File: config.mk
export PLATFORM = sky130hd
export DESIGN_NAME = rsm_ram
export DESIGN_NICKNAME = d
export VERILOG_FILES = /design/src/rtl/core/rsm_ram.sv
export SDC_FILE = /design/constraint.sdc
export NUM_CORES = 2
export LEC_CHECK = 0
export BUFFER_PORTS_ARGS = -buffer_cell sky130_fd_sc_hd__buf_2
export CORE_MARGIN = 1.5
export CORE_UTILIZATION = 34
export CTS_BUF_LIST = sky130_fd_sc_hd__clkbuf_4 sky130_fd_sc_hd__clkbuf_8 sky130_fd_sc_hd__clkbuf_16
export CTS_CLUSTER_SIZE = 12
export DETAILED_ROUTE_END_ITERATION = 10
export GPL_ROUTABILITY_DRIVEN = 0
export GPL_TIMING_DRIVEN = 0
export PLACE_DENSITY = 0.59
export SYNTH_ARGS = -nofsm -noshare
export SYNTH_HDL_FRONTEND = slang
export SYNTH_SLANG_ARGS = --single-unit
File: constraint.sdc
create_clock -name aclk -period 10.75 [get_ports aclk]
set_input_delay 1.075 -clock aclk [delete_from_list [all_inputs] [get_ports aclk]]
set_output_delay 1.075 -clock aclk [all_outputs]
set_load 0.02 [all_outputs]
File: src/rtl/core/rsm_ram.sv
// generic single-port-write, single-port-read ram with registered read
module rsm_ram #(
    parameter int WIDTH = 32,
    parameter int DEPTH = 64
) (
    input  logic                     aclk,
    input  logic                     wr_en,
    input  logic [$clog2(DEPTH)-1:0] wr_addr,
    input  logic [WIDTH-1:0]         wr_data,
    input  logic [$clog2(DEPTH)-1:0] rd_addr,
    output logic [WIDTH-1:0]         rd_data
);

    logic [WIDTH-1:0] mem [DEPTH];

    // write port
    always_ff @(posedge aclk) begin
        if (wr_en) begin
            mem[wr_addr] <= wr_data;
        end
    end

    // registered read
    always_ff @(posedge aclk) begin
        rd_data <= mem[rd_addr];
    end

endmodule

==> results.cfg <==
[synthesis]
synth_xor_area_share_pct = 0
synth_most_common_cell = edfxtp_1
synthTopCellsByArea = edfxtp_1, mux4_2, mux2i_1
synth_top_family_by_area = multiplexers
synth.distinct_cells = 34
synth-simple-area-share_pct = 1.27
syn_avg_cell_area_um2 = 23.6
yosysWarnings = 0
synthAdderAreaFrac_pct = 0
synthTopCellsByCount = edfxtp_1, mux4_2, nor2_1
muxShareOfSynthArea_pct = 16.8
synthesis.nets = 3370
synth-seq-cells = 2080
yosysTopAreaCellShare_pct = 78.3
synth-edff-count = 2048
synth_area_um2 = 78500
ys.flop_type = edfxtp_1
async_flop_share_pct = 0
synth_compound_area_share_pct = 1.67
syn_inst = 3324
seq_area_frac_synth_pct = 79.1
synth_largest_area_cell = edfxtp_1

[layout]
drive_gt1_share_pct = 31.4
filler_cell_count = 19900
utilization_pct = 40.2
layout.cells.non_filler = 6923
nets = 3758
area.growth.synth_to_final_pct = 17.5

[sta]
final.setup.tns_ns = 0
tightest_slew_ns = 1.42
finalMaxSlewViolations = 0
finClkSkew_ns = 0.0510
hold_viol = 0
finalCriticalPeriod_ns = 5.07
timing.fmax_mhz = 197
slew_headroom_pct = 5.15
final.period_utilization_pct = 47.2
setup_viol = 0
rsz0062_at_grt = false
hold_slack_ns = 0.720

[global_routing]
track_usage_pct = 20.6
grt_max_degree = 65
grt.busiest_layer = met2
antenna_found_initial = 28
grt_pass1_vias = 38500
grt_first_pass_wirelength_um = 328000
use_met1_pct = 27.2
grt_util_met3_pct = 4.80
grt_overflow = 0
met2_usage_pct = 32.5

[critical_path]
crit_required_ns = 11.44
critPathKind = input pin to flip-flop
slowest_delay_ns = 0.97
path_common_cell = buf_2
cp_top_family = buffers and inverters
cp_max_fo = 10
ff2ff_path_depth = 4
start_kind = input pin
critPathArrivalTime_ns = 5.76
cp_cell_sequence = buf_2 > buf_2 > buf_2 > buf_1 > nand3b_1 > o221ai_1 > a21oi_1 > a21oi_1 > nor2_1
cp_num_cells = 9
slowest_stage = buf_1
timing.critical_path.buf_inv = 4
crit_path_end_kind = flip-flop

[cts]
cts_max_level = 4
cts_tree = done
clk_path_buf_depth = 3
numCtsBuffers = 210
postCtsSetupBuffers = 0
clk_pin_slew_ns = 0.06
cts_resized = 0
root_buffer = clkbuf_16
clk_latency_ns = 0.87
cts.sinks = 2080
hold_buffers = 0

[pwr]
ir_drop_mv = 0.148
internal_power_mw = 13.2
switching_share_pct = 22.3
p_seq_share_pct = 52.9
p_leak_nw = 28.5
switchingPower_mw = 3.79
p_per_area_nw_per_um2 = 184
clockPowerShare_pct = 41.4
pwr-share-comb_pct = 5.8

[floorplan]
die_y_um = 484
row_count = 176
io_pins = 78
dieArea_um2 = 234000
core_area_um2 = 230000
start_util_pct = 34.2
fp.dieW_um = 484

[route]
viasPerCell = 5.68
drc_errors = 0
num_vias = 39300
ant_nets = 0
drtPass1Iterations = 5
wl_per_cell_um = 35.3
route.final.wire_length_um = 244000
first_iter_violations = 6027

[placed_design]
hpwlAfterDp_um = 159000
dp_cells = 6523
io_buffers = 69

[hold_path]
min_path_type = input pin to flip-flop
whs_path_depth = 1

[run_status]
status = finished clean

[flow_run]
max_cap_viol_count = 0
## registers in the layout, summed over array words and instances, names as in the netlist
| signal | cells |
|---|---|
| rd_data | 32 |
| mem | 2048 |
## cell usage in the layout, fill, tap and decap left out, drive strengths merged, types with 2 or more instances in the layout
| master | instances |
|---|---|
| a21oi | 62 |
| a22oi | 12 |
| a311oi | 8 |
| a41o | 4 |
| and2 | 2 |
| and3 | 4 |
| buf | 284 |
| bufinv | 4 |
| clkbuf | 365 |
| clkinv | 59 |
| dfxtp | 32 |
| diode | 35 |
| edfxtp | 2048 |
| inv | 8 |
| mux2i | 93 |
| mux4 | 544 |
| nand2 | 26 |
| nand2b | 8 |
| nand3 | 5 |
| nand3b | 5 |
| nand4 | 2 |
| nor2 | 137 |
| nor2b | 15 |
| nor3 | 7 |
| o221ai | 27 |
| o22ai | 84 |
| o32ai | 4 |
| or2 | 3 |
| or3 | 3 |
| or3b | 5 |
## layout make-up
class	count	area, µm²	area share (%)
clock buffer	291	5910	6.40
timing repair buffer	176	2810	3.04
buffer	182	888	0.963
tap	3026	3790	4.10
sequential	2080	62100	67.4
multi-input combinational	1062	16000	17.3
antenna	35	87.6	0.0949
clock inverter	71	676	0.732
## layer usage
| metal | wire [µm] | vias up |
|---|---|---|
| met5 | 9 | - |
| met2 | 115000 | 2358 |
| li1 | - | 15100 |
| met3 | 24900 | 491 |
| met4 | 11800 | 2 |
| met1 | 92700 | 21300 |
## worst paths after layout
path / from / to / slack [ns]
setup / recovery: rd_addr[1] / rd_data[13] / 5.68
hold / removal: wr_data[24] / mem[34][24] / 0.72
setup reg to reg: mem[15][11] / rd_data[11] / 7.98
hold reg to reg: mem[28][20] / rd_data[20] / 1.03
## kinds of logic after synthesis
logic type | Yosys count
DFF | 2080
buffers and inverters | 182
AOI/OAI and AO/OA | 202
and+or+nand+nor | 223
muxes | 637
## power groups by stage
stage          Sequential, mW  Clock, mW  Combinational [mW]
2_1_floorplan            9.19          0               0.437
4_1_cts                  9.00       7.11               0.976
3_3_place_gp             9.17          0               0.938
6_report                 9.00       7.04               0.980
5_1_grt                  9.00       7.41                1.01
3_5_place_dp             9.17          0               0.974
## metrics by stage
step                      worst slack, ns  area (µm²)  power (mW)
after floorplan                      6.52       78500        9.62
after global placement               2.78       82600        10.1
after detailed placement             4.91       85500        10.1
after CTS                            5.83       92100        17.1
after global routing                 5.61       92200        17.4
final                                5.68       92300        17.0
## worst reg2reg max path: cells and delay by family, from the launching register on
family	cells	cell delay, ns
simple gates	1	0.30
mux	2	1.00
flops	1	0.35
compound gates	1	0.90
(Power assumes the default switching activity.)
