--- src/rtl/core/rsm_pkg.sv ---
// shared types, codes and defaults for the reverse-Polish stack machine
package rsm_pkg;

    localparam int STACK_DEPTH_DEF    = 64;
    localparam int VAR_COUNT_DEF      = 256;
    localparam int INDEX_BITS_DEF     = 16;
    localparam int DATA_W             = 32;
    localparam int OUT_INDEX_W        = 16;

    typedef enum logic [4:0] {
        OP_PUSH   = 5'd0,
        OP_LOAD   = 5'd1,
        OP_NOT    = 5'd2,
        OP_OR     = 5'd3,
        OP_AND    = 5'd4,
        OP_GO     = 5'd5,
        OP_FGO    = 5'd6,
        OP_WRITE  = 5'd7,
        OP_READ   = 5'd8,
        OP_ADD    = 5'd9,
        OP_MUL    = 5'd10,
        OP_SUB    = 5'd11,
        OP_DIV    = 5'd12,
        OP_EQ     = 5'd13,
        OP_LT     = 5'd14,
        OP_GT     = 5'd15,
        OP_LE     = 5'd16,
        OP_GE     = 5'd17,
        OP_NE     = 5'd18,
        OP_ASSIGN = 5'd19
    } op_t;

    typedef enum logic [2:0] {
        ERR_OK     = 3'd0,
        ERR_UNDEF  = 3'd1,
        ERR_DIV0   = 3'd2,
        ERR_OPCODE = 3'd3,
        ERR_UNDER  = 3'd4,
        ERR_OVER   = 3'd5,
        ERR_INDEX  = 3'd6
    } err_t;

    typedef enum logic [2:0] {
        ST_CLEAR,
        ST_IDLE,
        ST_EXEC,
        ST_DIV_WAIT,
        ST_DIV_COMMIT
    } state_t;

endpackage

--- src/rtl/core/rsm_div.sv ---
// iterative signed divider, one quotient bit per cycle, truncating
module rsm_div (
    input  logic                      aclk,
    input  logic                      aresetn,
    input  logic                      start,
    input  logic [rsm_pkg::DATA_W-1:0] dividend,
    input  logic [rsm_pkg::DATA_W-1:0] divisor,
    output logic                      done,
    output logic [rsm_pkg::DATA_W-1:0] quotient
);

    localparam int W = rsm_pkg::DATA_W;

    logic [W-1:0]         rem_reg, rem_next;
    logic [W-1:0]         quo_reg, quo_next;
    logic [W-1:0]         dvs_reg, dvs_next;
    logic [$clog2(W):0]   cnt_reg, cnt_next;
    logic                 busy_reg, busy_next;
    logic                 neg_reg, neg_next;
    logic                 done_reg, done_next;
    logic [W-1:0]         res_reg, res_next;
    logic [W:0]           trial;
    logic [W-1:0]         shifted;

    // one restoring step
    always_comb begin
        shifted   = {rem_reg[W-2:0], quo_reg[W-1]};
        trial     = {1'b0, shifted} - {1'b0, dvs_reg};
        rem_next  = rem_reg;
        quo_next  = quo_reg;
        dvs_next  = dvs_reg;
        cnt_next  = cnt_reg;
        busy_next = busy_reg;
        neg_next  = neg_reg;
        done_next = 1'b0;
        res_next  = res_reg;
        if (start) begin
            rem_next  = '0;
            quo_next  = dividend[W-1] ? -dividend : dividend;
            dvs_next  = divisor[W-1] ? -divisor : divisor;
            neg_next  = dividend[W-1] ^ divisor[W-1];
            cnt_next  = '0;
            busy_next = 1'b1;
        end else if (busy_reg) begin
            quo_next = {quo_reg[W-2:0], ~trial[W]};
            rem_next = trial[W] ? shifted : trial[W-1:0];
            cnt_next = cnt_reg + 1'b1;
            if (cnt_reg == ($clog2(W)+1)'(W - 1)) begin
                busy_next = 1'b0;
                done_next = 1'b1;
                res_next  = neg_reg ? -{quo_reg[W-2:0], ~trial[W]}
                                    : {quo_reg[W-2:0], ~trial[W]};
            end
        end
    end

    always_ff @(posedge aclk) begin
        if (!aresetn) begin
            busy_reg <= 1'b0;
            done_reg <= 1'b0;
            cnt_reg  <= '0;
        end else begin
            busy_reg <= busy_next;
            done_reg <= done_next;
            cnt_reg  <= cnt_next;
        end
        rem_reg <= rem_next;
        quo_reg <= quo_next;
        dvs_reg <= dvs_next;
        neg_reg <= neg_next;
        res_reg <= res_next;
    end

    assign done     = done_reg;
    assign quotient = res_reg;

    // a start never arrives while a division runs
    assert property (@(posedge aclk) disable iff (!aresetn) start |-> !busy_reg)
        else $error("divider started while busy");
    // done follows the last step
    assert property (@(posedge aclk) disable iff (!aresetn) done_reg |-> !busy_reg)
        else $error("divider done while busy");
    // done is a single pulse
    assert property (@(posedge aclk) disable iff (!aresetn) done_reg |=> !done_reg)
        else $error("divider done held");

endmodule

--- config.mk ---
export PLATFORM = sky130hd
export DESIGN_NAME = rsm_div
export DESIGN_NICKNAME = d
export VERILOG_FILES = /design/src/rtl/core/rsm_pkg.sv /design/src/rtl/core/rsm_div.sv
export SDC_FILE = /design/constraint.sdc
export NUM_CORES = 1
export LEC_CHECK = 0
export BUFFER_PORTS_ARGS = -buffer_cell sky130_fd_sc_hd__buf_2
export CORE_MARGIN = 1
export CORE_UTILIZATION = 28
export DETAILED_ROUTE_END_ITERATION = 16
export SLEW_MARGIN = 20
export SYNTH_ARGS = -nofsm -noshare
export SYNTH_HDL_FRONTEND = slang
export SYNTH_SLANG_ARGS = --single-unit
--- constraint.sdc ---
create_clock -name aclk -period 9.6 [get_ports aclk]
set_input_delay 0.48 -clock aclk [delete_from_list [all_inputs] [get_ports aclk]]
set_output_delay 0.48 -clock aclk [all_outputs]
set_load 0.1 [all_outputs]
==> summary by stage, run 1 <==
Status
The run finished with clean final reports.

Worst setup path
The signal on the critical path passes through inv_1 > ha_1 > fa_1 > nand2b_1 > a21oi_2 > o211ai_2 > and2_4 > a2111oi_4 > a31oi_2 > nor2_2 > inv_2 > ha_1 > nand2_1 > or3_1 > inv_1 > nand2_1 > o21ai_1 > xnor2_1. Along the worst path, the maximum fanout reaches 13. The worst setup path is of the flop to flop kind. The source of the critical timing path is quo_reg[31]. The worst setup path is launched from a flop. Counting both buffers and inverters, the worst setup path holds a total of 3. The number of gates on the worst path with buffers counted is 18.

The required time at the worst-slack endpoint is 9.77 ns. The kind of end point of the critical path is a flop. The slowest cell on the critical path is sky130_fd_sc_hd__nor2_2. Counting cells, the worst reg-to-reg path comes to 18. The worst register-to-register path begins at quo_reg[31]. The longest individual stage delay on the worst path is 0.55 ns. The kind of cell with the highest combined delay along the critical path is simple AND/OR/NAND/NOR gates.

The arrival time reported for the critical path endpoint is 4.66 ns.

Global routing
Entering global routing, the biggest net connects 78 pins. The via count of the first global-routing pass is 7661. For this run, the total global-route usage over all layers was measured as 0.142. The first-pass GRT wire length is 38500 µm. The total congestion overflow after global routing is 0. The number of antenna violations at the first check in global routing was 0.

Synth
The post-synthesis average cell area is 9.00 µm². The mapped netlist covers 9330 µm². The number of storage elements in the synthesis netlist is 136. Synthesis handed over a netlist of 1037 instances. The share of the synthesized area in the top cell type is 0.312.

The register area share after synthesis is 0.396. When the netlist entered floorplanning its net count stood at 1141. For this run, the leading register cell type out of synthesis is sky130_fd_sc_hd__edfxtp_1. The share of flip-flops with an asynchronous set or reset is 0.

The number of synthesized flops with an enable pin is 97. The biggest area consumer among synthesized cells is sky130_fd_sc_hd__edfxtp_1. The count of distinct cell types in the synthesized netlist is 76. Yosys attributes the largest share of cell area to sky130_fd_sc_hd__edfxtp_1, sky130_fd_sc_hd__dfxtp_1, sky130_fd_sc_hd__xnor2_1. Yosys printed 0 warnings.

Clock tree
The later pin in the worst-skew pair is clocked with a latency of 0.42 ns. The number of levels in the clock H-tree is 4. The clock-pin slew of the registers on the worst-case setup and hold paths is 0.06 ns. The number of hold buffers added after cts is 0. The CTS root buffer is sky130_fd_sc_hd__clkbuf_16. The number of setup buffers added after CTS is 0. The maximum number of buffers from clock root to sink is 2. The number of buffers created by CTS is 17. The clock tree from TritonCTS is done. The clock net sink count is 136. The post-cts gate resize count is 0.

STA
For the pin with the worst max-slew slack, the measured transition is 0.929 ns. The clock arrives with 0.00981 ns of skew. The timing-limited maximum frequency is 223 MHz.

Setup violations remaining at the end of the flow were counted as 0. Setup repair after global routing left no endpoint under its margin. The normalized max-slew margin is 0.381. The routed design could run at a clock period as short as 4.48 ns. The ratio of final minimum period to clock period is 0.467. After routing, the total negative slack on setup checks comes to 0 ns. The worst path setup slack after routing is 5.12 ns. The total count of hold-check failures in the final report is 0. The final-report max-slew violation count is 0.

Final layout
The number of inserted diodes is 0. The filler cell count in the final layout is 3460. The net total in the final layout is 1207. Leaving out fill and tap cells, the most frequent cell in the layout is sky130_fd_sc_hd__buf_2. The top cell types in the final layout, fill and taps aside, are sky130_fd_sc_hd__buf_2, sky130_fd_sc_hd__edfxtp_1, sky130_fd_sc_hd__nor2_1, sky130_fd_sc_hd__o21ai_0, sky130_fd_sc_hd__nand2_1.

The area growth from synthesis to layout is 15.3%. The fraction of layout cells with a size suffix above 1 is 0.149.

Floorplanning
For this design the top-level I/O count stands at 100. The floorplan step set the die width to 185 µm. The die area is 34100 µm². In this run the vertical extent of the chip is 185 µm. The floorplan has 66 rows. After floorplanning, the core was sized to cover 32700 µm². The initial core utilization is 0.285.

Placed design
Summed over all nets, the half-perimeter wirelength after detailed placement is 17300 µm. At the placement stage, the worst setup path has a slack of 4.75 ns. The congestion estimate from routability-driven global placement came to 0.852. The number of I/O port buffers is 99.

Pwr
The power density over cell area is 163 nW/µm². The reported leakage power is 3.97 nW. Across the VDD grid, the largest voltage drop is 128 µV.

Worst hold path
The hold path startpoint is aresetn. The min-delay analysis places its worst path in the category primary input to flop. The cell depth of the worst min-delay path is 2.

Routing
The total wirelength of the detailed-routed design is 23900 µm. In this run the remaining antenna-violating nets after routing total 0. The first routing iteration left 598 violations.

The post-route DRC violation count is 0. The total vias in the final route is 7998. The per-cell routed wire length is 15.4 µm. The post-detailed-route via-to-cell ratio is 5.13. The number of detailed-routing iterations run before antenna repair is 5.

Flow run
The total of max-cap violations is 0.
where the power goes:
part / switching [mW] / total (mW) / internal (mW)
registers: 0.0364 / 0.722 / 0.685
logic: 0.256 / 0.416 / 0.160
clock network: 0.244 / 0.618 / 0.374
Yosys cell counts (11+ instances only):
| cell type | count |
|---|---|
| sky130_fd_sc_hd__a211oi_1 | 11 |
| sky130_fd_sc_hd__a21oi_1 | 63 |
| sky130_fd_sc_hd__a311oi_1 | 24 |
| sky130_fd_sc_hd__buf_2 | 11 |
| sky130_fd_sc_hd__clkbuf_1 | 45 |
| sky130_fd_sc_hd__dfxtp_1 | 39 |
| sky130_fd_sc_hd__edfxtp_1 | 97 |
| sky130_fd_sc_hd__ha_1 | 36 |
| sky130_fd_sc_hd__inv_1 | 50 |
| sky130_fd_sc_hd__nand2_1 | 64 |
| sky130_fd_sc_hd__nand2b_1 | 27 |
| sky130_fd_sc_hd__nand3_1 | 39 |
| sky130_fd_sc_hd__nand4_1 | 13 |
| sky130_fd_sc_hd__nor2_1 | 96 |
| sky130_fd_sc_hd__nor2b_1 | 25 |
| sky130_fd_sc_hd__nor3_1 | 19 |
| sky130_fd_sc_hd__nor4_1 | 13 |
| sky130_fd_sc_hd__o211ai_1 | 12 |
| sky130_fd_sc_hd__o21ai_0 | 68 |
| sky130_fd_sc_hd__o31ai_1 | 23 |
| sky130_fd_sc_hd__or3_1 | 18 |
| sky130_fd_sc_hd__or4_1 | 12 |
| sky130_fd_sc_hd__xnor2_1 | 59 |
| sky130_fd_sc_hd__xor2_1 | 39 |
final timing paths:
kind,to,slack (ns)
hold / removal,busy_reg,0.34
setup / recovery,quotient[30],5.12
hold reg to reg,cnt_reg[5],0.49
setup reg to reg,quotient[30],5.12
layer usage:
layer | track usage | vias to the layer above | routed length [µm]
met1 | 0.179 | 3791 | 10900
met4 | 0.0480 | 0 | 425
met5 | 0 | - | 0
met2 | 0.243 | 201 | 11500
met3 | 0.0247 | 30 | 1100
li1 | - | 3976 | -
cells by family after synthesis:
group | after synthesis | synth area share
simple gates | 368 | 0.207
compound gates | 280 | 0.202
flops | 136 | 0.396
buf+inv | 113 | 0.0477
xor+xnor | 98 | 0.0920
fa+ha+maj | 37 | 0.0504
mux | 5 | 0.00563
cell type report:
| cell class | count | area [µm²] | share of cell area |
|---|---|---|---|
| Clock inverter | 13 | 111 | 0.0103 |
| Clock buffer | 19 | 433 | 0.0402 |
| Timing Repair Buffer | 108 | 566 | 0.0526 |
| Inverter | 52 | 195 | 0.0181 |
| Sequential cell | 136 | 3690 | 0.343 |
| Multi-Input combinational cell | 788 | 5210 | 0.484 |
| Tap cell | 442 | 553 | 0.0514 |
through the flow:
| stage | std cells | instance area [µm²] | total power [mW] | utilization | hold slack, ns |
|---|---|---|---|---|---|
| 6_report | 1558 | 10800 | 1.76 | 0.329 | 0.341 |
| 5_1_grt | 1558 | 10800 | 1.85 | 0.329 | 0.331 |
| 4_1_cts | 1558 | 10800 | 1.77 | 0.329 | 0.318 |
| 3_5_place_dp | 1526 | 10200 | 1.15 | 0.312 | 0.479 |
| 3_3_place_gp | 1526 | 10200 | 1.14 | 0.312 | 0.472 |
| 2_1_floorplan | 1037 | 9330 | 1.03 | - | 0.455 |
No activity file was read; power rests on OpenSTA's default activity.
==> inputs of run 2 (changes only) <==
clock period = 4.3 ns   (was 9.6 ns; I/O delays follow)
==> run 2 against run 1 <==
  * Clock skew shrank 0.0021 ns
  * Wire length up 0.60%
  * Combinational power rose by 130%
  * Global-route usage is essentially flat
  * Worst setup slack got worse by 4.8 ns
  * Count of clock-buffer cells in the layout decreased by 1
  * Critical endpoint is now quotient[26]
  * Highest routed layer unchanged
==> summary by stage, run 2 (same netlist as run 1, synthesis figures left out) <==
Status
The flow ran to the end, and the final reports show no timing, DRC or antenna violations.

Clock tree
For the worst-skew pair, the clock arrives at the later sink with an insertion delay of 0.43 ns. The maximum number of buffers from clock root to sink is 2. After clock tree synthesis, the clock-pin slew on the worst setup and hold paths is 0.06 ns. In this run, post-CTS hold repair placed 0 buffers.

The CTS root buffer is sky130_fd_sc_hd__clkbuf_16. TritonCTS built the clock tree. Once the clock tree was built, the setup fixing pass inserted 0 buffers.

The number of buffers created by CTS is 17. The H-tree was split into 4 levels. The post-cts gate resize count is 0. The tree built by TritonCTS fans out to 136 sinks.

Floorplanning
The I/O pin total is 100. The floorplan has 66 rows. The die area is 34100 µm². The core region is 32700 µm². Measured along the y axis, the die boundary spans 185 µm. The initial utilization of the core area, before any placement, comes to 0.285. The horizontal die dimension is 185 µm.

Routing
The count of routing violations after the opening detailed-route iteration is 657. The pre-antenna-repair detailed-routing pass consisted of 5 iterations. Dividing the detail-routed wire length by the instance count gives 15.4 µm. The final layout contains routed wiring with a total length of 24100 µm.

Dividing the detail-routed via count by the number of cells gives 5.11. The post-route DRC violation count is 0. The detailed router placed 7988 vias in this run.

Once detail routing completed, the nets flagged for antenna violations numbered 0.

Worst setup path
The largest driver fanout on the critical path is 8. The category of the worst setup path launch point is a flop. The longest individual stage delay on the worst path is 0.42 ns. The kind of end point of the critical path is a flop. At the worst endpoint, the required time is 4.48 ns. The slowest stage of the critical path belongs to the cell sky130_fd_sc_hd__a2111oi_4. The critical path is of the flop to flop type. The buffer and inverter count on the worst path is 3.

The arrival time reported for the critical path endpoint is 4.14 ns. The slack of the worst reg-to-reg path is 0.33 ns. Traced cell by cell, the critical path runs through inv_1 > ha_1 > fa_1 > nand2b_1 > a21oi_2 > o211ai_2 > and2_4 > a2111oi_4 > a31oi_2 > nor2_1 > inv_2 > ha_1 > nand2_1 > or3_1 > inv_1 > nand2_1 > nand2_1 > xnor2_1. The cell family contributing the most delay on the critical path is simple AND/OR/NAND/NOR gates. The dominant cell type by count on the critical path is sky130_fd_sc_hd__nand2_1.

Global routing
The number of antenna violations at the first check in global routing is 0. The total overflow left after global routing is 0. The via count of the first global-routing pass is 7572. Across every metal layer, demand over resource in global routing totals 0.142. The largest net degree at the start of global routing is 109. The first global-routing pass estimated 38200 µm of wire.

Pwr
Summed over all cells, the static leakage comes to 4.05 nW. IR analysis of the VDD net gives a maximum drop of 296 µV. The post-route total power is 4.09 mW.

The power density over cell area is 375 nW/µm².

Final layout
The library cells used most frequently in the layout, excluding fill and tap cells, are sky130_fd_sc_hd__buf_2, sky130_fd_sc_hd__edfxtp_1, sky130_fd_sc_hd__nor2_1, sky130_fd_sc_hd__o21ai_0, sky130_fd_sc_hd__nand2_1. The commonest non-fill, non-tap cell in the layout is sky130_fd_sc_hd__buf_2. Compared with the post-synthesis result, the final layout area differs by 16.8%. The number of inserted diodes is 0. The sequential cell area is 3690 µm². The net total in the final layout is 1213. The filler cell count in the final layout is 3412. In the final layout, the multi-input gates occupy 5200 µm².

In the final layout, the share of cells above drive strength 1 is 0.158. Excluding fillers, the count of instances in the completed layout stands at 1564.

STA
Final hold analysis gives a worst-case slack of 0.0578 ns. Clock skew on the completed layout was measured at 0.00768 ns. At the pin with the least slew margin, the transition time is 1.02 ns.

The ratio of final minimum period to clock period is 0.923. Setup repair after global routing left no endpoint under its margin. The total count of hold-check failures in the final report is 0. The time the final worst path needs with I/O delays and setup is 3.97 ns. Measured against its own limit, the worst slew margin works out to 0.321.

The final-report max-slew violation count is 0. Setup violations remaining at the end of the flow were counted as 0. The timing-limited maximum frequency is 252 MHz. The post-route setup TNS is 0 ns.

Placed design
The HPWL reported at the end of detailed placement is 17500 µm. The routability-driven placement congestion ratio is 0.858. The number of I/O port buffers is 99. Including well taps, the total number of placed cells is 1531.

Flow run
The total of max-cap violations is 0.

Worst hold path
The class of the worst hold path is primary input to flop.
==> run 2: worst reg2reg max path: stages (launching register included) <==
cell and delay, ns:
sky130_fd_sc_hd__edfxtp_1 0.35, sky130_fd_sc_hd__inv_1 0.05, sky130_fd_sc_hd__ha_1 0.21, sky130_fd_sc_hd__fa_1 0.37
sky130_fd_sc_hd__nand2b_1 0.20, sky130_fd_sc_hd__a21oi_2 0.24, sky130_fd_sc_hd__o211ai_2 0.14, sky130_fd_sc_hd__and2_4 0.19
sky130_fd_sc_hd__a2111oi_4 0.42, sky130_fd_sc_hd__a31oi_2 0.15, sky130_fd_sc_hd__nor2_1 0.16, sky130_fd_sc_hd__inv_2 0.12
sky130_fd_sc_hd__ha_1 0.23, sky130_fd_sc_hd__nand2_1 0.18, sky130_fd_sc_hd__or3_1 0.31, sky130_fd_sc_hd__inv_1 0.07
sky130_fd_sc_hd__nand2_1 0.11, sky130_fd_sc_hd__nand2_1 0.08, sky130_fd_sc_hd__xnor2_1 0.13
==> run 2: cell type report <==
class / count / share of cell area
multi-input combinational: 788 / 0.477
clock buffer: 18 / 0.0394
tap: 442 / 0.0507
inverter: 52 / 0.0179
sequential: 136 / 0.339
timing repair buffer: 114 / 0.0590
clock inverter: 14 / 0.0166
==> run 2: power breakdown <==
| part | internal [mW] | switching [mW] | total [mW] |
|---|---|---|---|
| clock network | 0.963 | 0.571 | 1.53 |
| registers | 1.53 | 0.0793 | 1.61 |
| logic | 0.371 | 0.579 | 0.950 |
==> run 2: path summary, 6_finish.rpt <==
check / start / end / cells after the start
worst max-delay path: quo_reg[31] / quotient[26] / 18
worst min register to register: cnt_reg[5] / cnt_reg[5] / 2
worst max register to register: quo_reg[31] / quotient[26] / 18
worst min-delay path: aresetn / busy_reg / 2
==> run 2: through the flow <==
step,worst slack [ns],util,instance area (µm²)
final,0.333,0.333,10900
after global routing,0.0437,0.333,10900
after CTS,0.279,0.333,10900
after detailed placement,0.292,0.314,10300
after global placement,0.374,0.314,10300
after floorplan,0.506,-,9330
==> run 2: metal layers <==
metal | GRT usage | vias up | routed length [µm]
li1 | - | 3990 | -
met1 | 0.182 | 3750 | 11200
met2 | 0.233 | 208 | 11300
met3 | 0.0231 | 40 | 938
met4 | 0.0643 | 0 | 694
met5 | 0 | - | 0
==> inputs of run 3 (changes only) <==
CORE_UTILIZATION = 54   (was 28)
PLACE_DENSITY = 0.77   (was unset)
clock period = 3.5 ns   (was 4.3 ns; I/O delays follow)
==> run 3 against run 2 <==
  * Final cell count is 13% lower
  * Combinational power increased by 31%
  * Largest cell class unchanged
  * Via count increased by 4.5%
  * First-iteration DRC count increased by 33%
  * Die area fell by 48%
  * Sequential share of layout area increased by 0.066 points
  * Largest power group unchanged
  * Power increased by 25%
  * Critical endpoint is now quotient[28]
  * Worst setup slack got worse by 0.17 ns
==> summary by stage, run 3 (same netlist as run 1, synthesis figures left out) <==
Final layout
In the final design database the tool counted 1237 nets. Leaving out fill and tap cells, the most frequent cells in the layout are sky130_fd_sc_hd__buf_2, sky130_fd_sc_hd__edfxtp_1, sky130_fd_sc_hd__nor2_1, sky130_fd_sc_hd__o21ai_0, sky130_fd_sc_hd__nand2_1. The library cell used most frequently in the layout, excluding fill and tap cells, is sky130_fd_sc_hd__buf_2. The number of inserted diodes is 0. The area added between synthesis and finish is 16.6%.

The filler cell count in the final layout is 1373. The fraction of layout cells with a size suffix above 1 is 0.185.

Clock tree
The CTS root buffer is sky130_fd_sc_hd__clkbuf_16. The clock passes through at most 2 buffers. Counting the buffers created by CTS gives 17.

Buffers inserted to repair hold after CTS numbered 0. The clock net in this run drives a total of 136 sinks. CTS built an H-tree with a depth of 4. Clock-pin slew was measured on the worst setup and hold paths at 0.06 ns. The clock latency on the worst-skew pair is 0.42 ns. The clock tree from TritonCTS is done.

Worst setup path
The worst setup path is captured at a flop. Along the worst path, the maximum fanout reaches 6. The required time at the worst-slack endpoint is 3.67 ns.

The critical path in this run is classified as flop to flop. For this run, the slowest stage of the critical path takes 0.41 ns. The buffer and inverter count on the worst path is 3. The endpoint identified for the worst register-to-register timing path is quotient[28].

Traced cell by cell, the critical path runs through inv_1 > ha_1 > a21o_1 > a211o_1 > o211ai_2 > and2_4 > a2111oi_4 > a31oi_4 > nor2_4 > inv_2 > ha_4 > nand2_2 > or3_4 > inv_1 > nand2_2 > o31ai_2 > xnor2_1. For the worst setup path, the data arrival time is 3.51 ns. Measured in cells, the most critical reg-to-reg path has a length of 17. The family of cells with the greatest summed delay on the critical path is compound AO/OA/AOI/OAI gates. The category of the worst setup path launch point is a flop. The slowest cell on the critical path is sky130_fd_sc_hd__or3_4. The start of the worst register-to-register path is dvs_reg[5]. The slack of the worst reg-to-reg path is 0.16 ns.

Routing
The count of routing violations after the opening detailed-route iteration is 875. In the final routed layout, each cell accounts on average for 16.8 µm. The post-detailed-route via-to-cell ratio is 6.11. The detail route stage leaves a number of antenna-violating nets equal to 0. Detailed routing inserted a total of 8349 vias. The number of detailed-routing iterations run before antenna repair is 5. The post-route DRC violation count is 0. After detailed routing, the total wire length is 22900 µm.

Worst hold path
The class of the worst hold path is primary input to flop. The hold path startpoint is aresetn. The terminating pin of the worst hold path is busy_reg. The cell depth of the worst min-delay path is 2.

Global routing
The total congestion overflow after global routing is 0. The first global-routing pass estimated 37500 µm of wire. The number of antenna violations at the first check in global routing was 0. Entering global routing, the biggest net connects 70 pins. The via count of the first global-routing pass is 7527.

For this run, the total global-route usage over all layers was measured as 0.263.

Placed design
The routability-driven placement congestion ratio is 0.986. The number of I/O port buffers is 99. The HPWL after detailed placement is 16500 µm. OpenSTA, run right after detailed placement, puts the worst setup slack at 0.0607 ns.

STA
The timing-limited maximum frequency is 300 MHz. Dividing the final minimum period by the clock period gives 0.954. Setup repair after global routing left no endpoint under its margin.

Between clock sinks in the finished design, the worst skew comes to 0.00752 ns. The normalized max-slew margin is 0.512. The worst path setup slack after routing is 0.163 ns.

Across all hold checks on the routed design, the worst slack comes to 0.0277 ns. The post-route setup TNS is 0 ns. After layout, the minimum clock period comes to 3.34 ns.

The number of setup violations in the final report is 0. The final-report max-slew violation count is 0. The total count of hold-check failures in the final report is 0.

At the pin with the least slew margin, the transition time is 0.731 ns.

Floorplanning
In this run the count of I/O pins placed on the die edge is 100. The floorplan step defined a die boundary enclosing 17800 µm². The floorplan has 47 rows. The die is 133 µm wide.

For this configuration, the core starts out at a cell density of 0.559. From bottom edge to top edge, the die measures 133 µm. The area inside the core boundary is 16700 µm².

Status
The flow ran to the end, and the final reports show no timing, DRC or antenna violations.

Pwr
The worst voltage drop across the vdd grid is 342 µV. The reported leakage power is 4.17 nW. Dividing total power by cell area gives a power density of 471 nW/µm².

Flow run
Across the run, the number of max-cap violations was 0.
==> run 3: per-stage QoR <==
stage / instances / instance area, µm² / util / power, mW
after detailed placement: 1334 / 10200 / 0.613 / 3.22
final: 1366 / 10900 / 0.651 / 5.13
after global placement: 1334 / 10200 / 0.613 / 3.20
after floorplan: 1037 / 9390 / - / 2.84
after global routing: 1366 / 10900 / 0.651 / 5.34
after CTS: 1366 / 10900 / 0.650 / 5.11
==> run 3: timing repair <==
action,in CTS,in global routing
endpoints found under the setup margin,0,4
gates resized for setup,0,4
buffers inserted,0,0
==> run 3: how the worst max path moves through the flow <==
stage,start,endpoint,slack (ns),cells after the start
after detailed placement,quo_reg[31],quotient[30],0.06,18
after global routing,quo_reg[31],quotient[30],0.004,18
after CTS,dvs_reg[5],quotient[28],0.03,17
after floorplan,quo_reg[31],quotient[26],0.02,20
after global placement,quo_reg[31],quotient[30],0.11,18
final,dvs_reg[5],quotient[28],0.16,17
==> run 3: power by group <==
part / switching, mW / leakage, nW / internal (mW)
Clock: 0.681 / 0.290 / 1.21
Combinational: 0.740 / 2.63 / 0.503
Sequential: 0.114 / 1.25 / 1.88
==> run 3: layout make-up <==
class / count / area (µm²) / area share
Tap cell: 220 / 275 / 0.0253
Timing Repair Buffer: 138 / 816 / 0.0750
Clock buffer: 20 / 447 / 0.0411
Sequential cell: 136 / 3690 / 0.340
Inverter: 52 / 195 / 0.0179
Clock inverter: 12 / 176 / 0.0162
Multi-Input combinational cell: 788 / 5280 / 0.485
==> run 3: layer usage <==
layer,wire [µm],part of all wire,vias to the layer above,track usage
met5,0,0,-,0
met4,294,0.013,0,0.0606
met3,1850,0.081,33,0.0464
met2,9880,0.43,356,0.400
met1,10900,0.47,3922,0.387
li1,-,-,4038,-
